--- config.mk ---
export PLATFORM = sky130hd
export DESIGN_NAME = tmm_cell
export DESIGN_NICKNAME = d
export VERILOG_FILES = /design/src/rtl/tmm_pkg.sv /design/src/rtl/tmm_cell.sv
export SDC_FILE = /design/constraint.sdc
export NUM_CORES = 1
export LEC_CHECK = 0
export ABC_CLOCK_PERIOD_IN_PS = 27600
export CORE_AREA = 5 5 373 375
export CTS_CLUSTER_SIZE = 28
export DETAILED_ROUTE_END_ITERATION = 10
export DIE_AREA = 0 0 378 380
export DONT_BUFFER_PORTS = 1
export GPL_TIMING_DRIVEN = 1
export PLACE_DENSITY_LB_ADDON = 0.05
export SETUP_SLACK_MARGIN = 0.02
export SLEW_MARGIN = 40
export SYNTH_ARGS = -nofsm -noshare
export SYNTH_HDL_FRONTEND = slang
export SYNTH_SLANG_ARGS = --single-unit
--- constraint.sdc ---
create_clock -name clk -period 27.6 [get_ports clk]
set_input_delay 5.52 -clock clk [delete_from_list [all_inputs] [get_ports clk]]
set_output_delay 5.52 -clock clk [all_outputs]
set_load 0.005 [all_outputs]
--- src/rtl/tmm_pkg.sv ---
// Package for the targeted message mailbox: message entry type, cell command
// struct, status codes and stream widths.
// No dependencies; used by every module of the mailbox.
package tmm_pkg;

    // Default number of message cells in the store.
    localparam int QueueDepthDefault = 64;

    // Field widths.
    localparam int IdW   = 16;
    localparam int TypeW = 8;
    localparam int ArgW  = 64;
    localparam int StatW = 2;

    // Stream data widths (fields packed from the lowest bit, padded to bytes).
    localparam int InFieldsW  = 1 + IdW + IdW + TypeW + 3 * ArgW;
    localparam int InDataW    = ((InFieldsW + 7) / 8) * 8;
    localparam int OutFieldsW = StatW + IdW + TypeW + 3 * ArgW;
    localparam int OutDataW   = ((OutFieldsW + 7) / 8) * 8;

    // Status codes.
    localparam logic [StatW-1:0] ST_OK      = 2'd0;
    localparam logic [StatW-1:0] ST_INVALID = 2'd1;
    localparam logic [StatW-1:0] ST_FULL    = 2'd2;
    localparam logic [StatW-1:0] ST_EMPTY   = 2'd3;

    // Action codes.
    localparam logic ACT_SEND    = 1'b0;
    localparam logic ACT_RECEIVE = 1'b1;

    // One stored message.
    typedef struct packed {
        logic [IdW-1:0]   target;
        logic [IdW-1:0]   source;
        logic [TypeW-1:0] mtype;
        logic [ArgW-1:0]  arg_a;
        logic [ArgW-1:0]  arg_b;
        logic [ArgW-1:0]  arg_c;
    } entry_t;

    // Command broadcast from the controller to every cell.
    typedef struct packed {
        logic           capture;     // latch match flags against req_target
        logic [IdW-1:0] req_target;
        logic           push;        // append wr_entry at the first free cell
        logic           pop;         // remove the oldest matching message
        entry_t         wr_entry;
    } cmd_t;

endpackage

--- src/rtl/tmm_cell.sv ---
// One message cell of the mailbox chain: holds one entry and its valid bit,
// matches it against a requester and takes its upper neighbor on removal.
// Depends on tmm_pkg.
module tmm_cell (
    input  logic            clk,
    input  logic            rst_n,
    input  tmm_pkg::cmd_t   cmd,
    input  logic            prev_valid,   // valid bit of the cell below
    input  logic            kill_in,      // a match exists in a lower cell
    input  tmm_pkg::entry_t nxt_entry,    // entry of the cell above
    input  logic            nxt_valid,    // valid bit of the cell above
    output logic            kill_out,
    output logic            valid,
    output tmm_pkg::entry_t entry,
    output tmm_pkg::entry_t sel_entry     // this entry if it is the first match
);

    logic            valid_reg;
    logic            valid_next;
    logic            hit_reg;
    logic            hit_next;
    tmm_pkg::entry_t entry_reg;
    tmm_pkg::entry_t entry_next;
    logic            shift_here;
    logic            load_here;

    // Removal shifts every cell at or above the first match down by one.
    assign kill_out   = kill_in | hit_reg;
    assign shift_here = cmd.pop & kill_out;
    assign load_here  = cmd.push & ~valid_reg & prev_valid;

    // Next state of the cell.
    always_comb
    begin
        valid_next = valid_reg;
        entry_next = entry_reg;
        hit_next   = hit_reg;
        if (shift_here)
        begin
            valid_next = nxt_valid;
            entry_next = nxt_entry;
        end
        else if (load_here)
        begin
            valid_next = 1'b1;
            entry_next = cmd.wr_entry;
        end
        if (cmd.capture)
        begin
            hit_next = valid_reg & (entry_reg.target == cmd.req_target);
        end
    end

    // Control bits.
    always_ff @(posedge clk or negedge rst_n)
    begin
        if (!rst_n)
        begin
            valid_reg <= 1'b0;
            hit_reg   <= 1'b0;
        end
        else
        begin
            valid_reg <= valid_next;
            hit_reg   <= hit_next;
        end
    end

    // Payload.
    always_ff @(posedge clk)
    begin
        entry_reg <= entry_next;
    end

    assign valid     = valid_reg;
    assign entry     = entry_reg;
    assign sel_entry = (hit_reg & ~kill_in) ? entry_reg : '0;

endmodule

==> impl_metrics.yaml, run 1 <==
finish:
  nets: 1266
  fillCellCount: 15300
  multi_input_area_sq_mm: 0.00431
  finalInstanceArea_sq_mm: 0.0148
  area_delta_synth_final_pct: 26.7
  largest_reg_flops: 232
  drive_above_1_share_pct: 16.3
  seqCellArea_sq_mm: 0.00702
  instances_no_fill: 2594
sta:
  setup_viol: 0
  clock_skew_ns: 0.0109
  fmax_mhz: 78.7
  tns_ns: 0
  finalMaxSlewViolations: 0
  post-route-period-util_pct: 46.0
  worst_pin_slew_ns: 0.807
  grt_setup_unrepaired: "no"
  relSlewSlack_pct: 46.2
  hold_viol_final: 0
  period_minus_slack_ns: 12.70
cts:
  cts_buffers: 36
  cts.sinks: 234
  cts_max_path_buffers: 3
  clk_pin_slew_worst_paths_ns: 0.06
  cts_tree: "done"
  cts_resized: 0
  htree_levels: 2
  hold_buffers: 0
  root_buffer: "clkbuf_16"
  clkLatencyLatePin_ns: 0.55
  cts_setup_buffers: 0
routing:
  drc: 0
  dr.pass1.iters: 6
  ant_nets: 0
  first_iter_violations: 184
  vias: 6812
  drt-vias-per-instance: 2.63
  routed_wl_um: 62500
  routedWlPerCell_um: 24.1
critical_path:
  path_class: "primary input to output port"
  arrival_ns: 7.18
  worstPathRequired_ns: 22.08
  cp_max_fo: 119
  crit_path_end_kind: "output port"
  start_kind: "primary input"
synth:
  netlist_area_sq_mm: 0.0116
  synthTopCellsByArea: "edfxtp_1 60%, mux2_1 15%, and2_1 12%"
  yosysWarnings: 0
  synthFlopType: "edfxtp_1"
  yosys.area_share.simple_pct: 13.0
  synth_compound_area_share_pct: 0.172
  synth_nets: 1266
  synth_seq_area_share_pct: 60.3
  postSynthCellCount: 778
  synthArstFlopShare_pct: 0.855
  synth_common_cells: "232 x and2_1, 232 x edfxtp_1, 159 x mux2_1"
  synth_top_family_by_area: "multiplexers"
  synth-seq-cells: 234
  synth_fa_ha_area_share_pct: 0
  yosysTopAreaCell: "edfxtp_1"
  syn-mean-instance-area_sq_um: 15.0
  synth_top_area_share_pct: 59.9
  synth-xor-area-share_pct: 1.20
  synth_mux_area_share_pct: 22.4
  synth-edff-count: 232
  synth_cell_type_count: 23
floorplanning:
  dieArea_sq_mm: 0.144
  start_util_pct: 8.62
  die_h_um: 380
  std_cell_rows: 135
  io_pins: 954
  core_sq_mm: 0.135
  die_w_um: 378
placed_design:
  gp_congestion: 0.688
  port_buffers: 0
  place_area_sq_mm: 0.0137
  hpwl_um: 50800
  dp_cells: 2520
power_and_ir_drop:
  power_density_mw_per_mm2: 63.7
  vdd_ir_drop_max_uv: 29.2
  leakage_nw: 4.54
worst_hold_path:
  worst_hold_path_type: "flop to flop"
grt:
  use_met1_pct: 7.89
  grt_use_met3_pct: 3.63
  grt_pass1_vias: 8069
  grt_antenna_before_repair: 41
  grt-busiest-layer: "met2"
  grt_usage_pct: 8.19
  grt_util_met2_pct: 15.5
  grt_pass1_wl_um: 78700
  grt_max_degree: 120
  gr-total-overflow: 0
outcome:
  status: "finished, final reports clean"
job:
  cap_violations: 0
[final cells by class]
class	instances	area share [%]
sequential	234	47.6
multi-input combinational	493	29.2
tap	1781	15.1
clock buffer	49	6.58
timing repair buffer	12	0.908
clock inverter	14	0.399
antenna	10	0.170
inverter	1	0.0254
[placed cells by master (no fill, tap or decap)]
| master | n |
|---|---|
| o22a_1 | 1 |
| o21ai_4 | 1 |
| inv_1 | 1 |
| nand2_1 | 1 |
| clkbuf_1 | 12 |
| dfrtp_1 | 2 |
| o22ai_1 | 1 |
| clkinv_1 | 9 |
| clkbuf_16 | 37 |
| buf_4 | 5 |
| xnor2_1 | 1 |
| and2_1 | 232 |
| nand4_1 | 1 |
| nor3_1 | 1 |
| mux2_2 | 73 |
| clkinv_2 | 5 |
| buf_6 | 5 |
| diode_2 | 10 |
| or2_4 | 1 |
| xor2_1 | 15 |
| nand2_8 | 1 |
| buf_12 | 2 |
| nor4_1 | 3 |
| nand3_1 | 1 |
| nor2_4 | 1 |
| edfxtp_1 | 232 |
| mux2_1 | 159 |
[where the power goes]
group	switching, mW	internal (mW)	total, mW
sequential	0.0343	0.428	0.462
combinational	0.0337	0.0241	0.0578
clock	0.176	0.244	0.420
total	0.244	0.696	0.940
[final timing paths]
kind | startpoint | end | slack, ns | depth (start not counted)
max in group asynchronous | rst_n | valid$_DFFE_PN0P_ | 22.86 | 0
hold / removal | hit_reg$_DFFE_PN0P_ | hit_reg$_DFFE_PN0P_ | 0.68 | 2
setup / recovery | kill_in | sel_entry[10] | 14.90 | 4
min in group asynchronous | rst_n | hit_reg$_DFFE_PN0P_ | 4.67 | 0
setup reg to reg | hit_reg$_DFFE_PN0P_ | entry[117]$_DFFE_PP_ | 24.31 | 5
hold reg to reg | hit_reg$_DFFE_PN0P_ | hit_reg$_DFFE_PN0P_ | 0.68 | 2
[cell families after synthesis]
kind of cell,Yosys count
AOI/OAI and AO/OA,3
xor gates and xnor gates,16
buffers and inverters,51
DFF,234
muxes,232
and+or+nand+nor,242
[critical path: stages]
cell	delay [ns]
nor2_4	0.06
buf_6	0.44
buf_6	0.51
and2_1	0.25
[per-stage QoR]
step	utilization, %	setup slack, ns	hold slack (ns)	total power [mW]
floorplan	-	10.79	0.527	0.500
global placement	10.1	14.52	0.726	0.536
detailed placement	10.1	14.68	0.674	0.534
CTS	10.9	14.68	0.691	0.981
global route	10.9	14.71	0.720	0.997
finish	10.9	14.90	0.677	0.940
[layer usage]
metal | up-vias | routed length, um
met1 | 3245 | 20800
met5 | - | 45
met2 | 644 | 33100
met3 | 106 | 6820
met4 | 6 | 1780
li1 | 2811 | -
No activity file was read; power rests on OpenSTA's default activity.
==> run 2, diff against run 1 <==
Settings changed: ABC_CLOCK_PERIOD_IN_PS 27600 to 12580.
Clock period 27.6 ns to 12.58 ns, I/O delays scaled along.
==> impl_metrics.yaml, run 2 (synthesized netlist as in run 1, its figures left out) <==
finish:
  largest_reg_flops: 232
  layout_common_cells: "232 x and2_1, 232 x edfxtp_1, 159 x mux2_1, 73 x mux2_2, 37 x clkbuf_16"
  drive_above_1_share_pct: 16.4
  nets: 1266
  instances_no_fill: 2586
  fin_util_pct: 10.9
  area_delta_synth_final_pct: 26.8
critical_path:
  critPathMaxStageDelay_ns: 0.27
  start_kind: "primary input"
  slowest_stage: "buf_6"
  worstPathRequired_ns: 10.06
  crit_path_end_kind: "output port"
  cp_max_fo: 104
  path_class: "primary input to output port"
  worstPathCellList: "nor2_4, buf_4, buf_12, buf_6, buf_16, and2_1"
  arrival_ns: 4.05
sta:
  period_minus_slack_ns: 6.56
  tns_ns: 0
  fmax_mhz: 152
  clock_skew_ns: 0.0143
  grt_setup_unrepaired: "no"
  worst_pin_slew_ns: 0.774
  hold_viol_final: 0
  relSlewSlack_pct: 48.4
  finalMaxSlewViolations: 0
  post-route-period-util_pct: 52.2
  fin_hold_ws_ns: 0.717
  setup_viol: 0
routing:
  routedWlPerCell_um: 23.5
  routed_wl_um: 60800
  ant_nets: 0
  drt-vias-per-instance: 2.64
  drc: 0
  dr.pass1.iters: 4
  vias: 6839
  first_iter_violations: 234
cts:
  cts_max_path_buffers: 3
  cts_setup_buffers: 0
  hold_buffers: 0
  cts_buffers: 36
  cts_resized: 0
  htree_levels: 2
  clkLatencyLatePin_ns: 0.55
  root_buffer: "clkbuf_16"
  cts.sinks: 234
  cts_tree: "done"
  clk_pin_slew_worst_paths_ns: 0.05
grt:
  grt_usage_pct: 7.95
  grt_pass1_wl_um: 77300
  grt_antenna_before_repair: 42
  gr-total-overflow: 0
  grt_pass1_vias: 8107
  grt_max_degree: 140
floorplanning:
  core_sq_mm: 0.135
  io_pins: 954
  start_util_pct: 8.62
  std_cell_rows: 135
  die_w_um: 378
  dieArea_sq_mm: 0.144
  die_h_um: 380
power_and_ir_drop:
  power_density_mw_per_mm2: 139
  vdd_ir_drop_max_uv: 62.8
  leakage_nw: 4.54
placed_design:
  port_buffers: 0
  dp_cells: 2518
  hpwl_um: 48300
  gp_congestion: 0.698
outcome:
  status: "finished, final reports clean"
job:
  cap_violations: 0
worst_hold_path:
  worst_hold_path_type: "flop to flop"
run 2: cell types whose count changed in the layout (fill, tap and decap cells not counted):
cell,previous run,this run
clkinv_1,9,4
clkbuf_1,12,9
buf_16,0,2
buf_4,5,4
buf_6,5,4
clkinv_2,5,4
diode_2,10,11
run 2: report_power, final:
group          switching, mW  internal [mW]
Clock                  0.385          0.530
Combinational         0.0754         0.0526
Sequential            0.0689          0.939
Total                  0.529           1.52
run 2: metrics by stage:
| step | worst slack (ns) | instance area [sq um] | total power, mW |
|---|---|---|---|
| CTS | 5.78 | 14700 | 2.15 |
| detailed placement | 5.78 | 13700 | 1.17 |
| floorplan | 3.38 | 11600 | 1.09 |
| global route | 5.87 | 14700 | 2.18 |
| finish | 6.02 | 14800 | 2.05 |
| global placement | 5.60 | 13600 | 1.17 |
run 2: final timing paths:
path / startpoint / endpoint / slack (ns) / depth (start not counted)
max: kill_in / sel_entry[7] / 6.02 / 6
min: valid$_DFFE_PN0P_ / valid$_DFFE_PN0P_ / 0.72 / 1
max reg2reg: hit_reg$_DFFE_PN0P_ / entry[141]$_DFFE_PP_ / 9.38 / 5
min reg2reg: valid$_DFFE_PN0P_ / valid$_DFFE_PN0P_ / 0.72 / 1
max in group asynchronous: rst_n / hit_reg$_DFFE_PN0P_ / 10.85 / 0
min in group asynchronous: rst_n / valid$_DFFE_PN0P_ / 1.67 / 0
run 2: area by class of cell:
class                      count  area, sq um
multi-input combinational    493         4310
tap                         1781         2230
sequential                   234         7020
fill                       15300       120000
clock inverter                 8         35.0
inverter                       1         3.75
clock buffer                  46          960
timing repair buffer          12          170
antenna                       11         27.5
run 2: worst max-delay path: cells and delay by family:
| kind | cells | cell delay [ns] |
|---|---|---|
| buffers and inverters | 4 | 0.99 |
| and+or+nand+nor | 2 | 0.29 |
run 2: metal layers:
metal	track usage (%)	vias to the layer above	part of all wire [%]
li1	-	2807	-
met1	7.44	3284	33
met2	15.6	623	54
met3	3.32	115	9.9
met4	2.16	10	2.7
met5	0	-	0.11
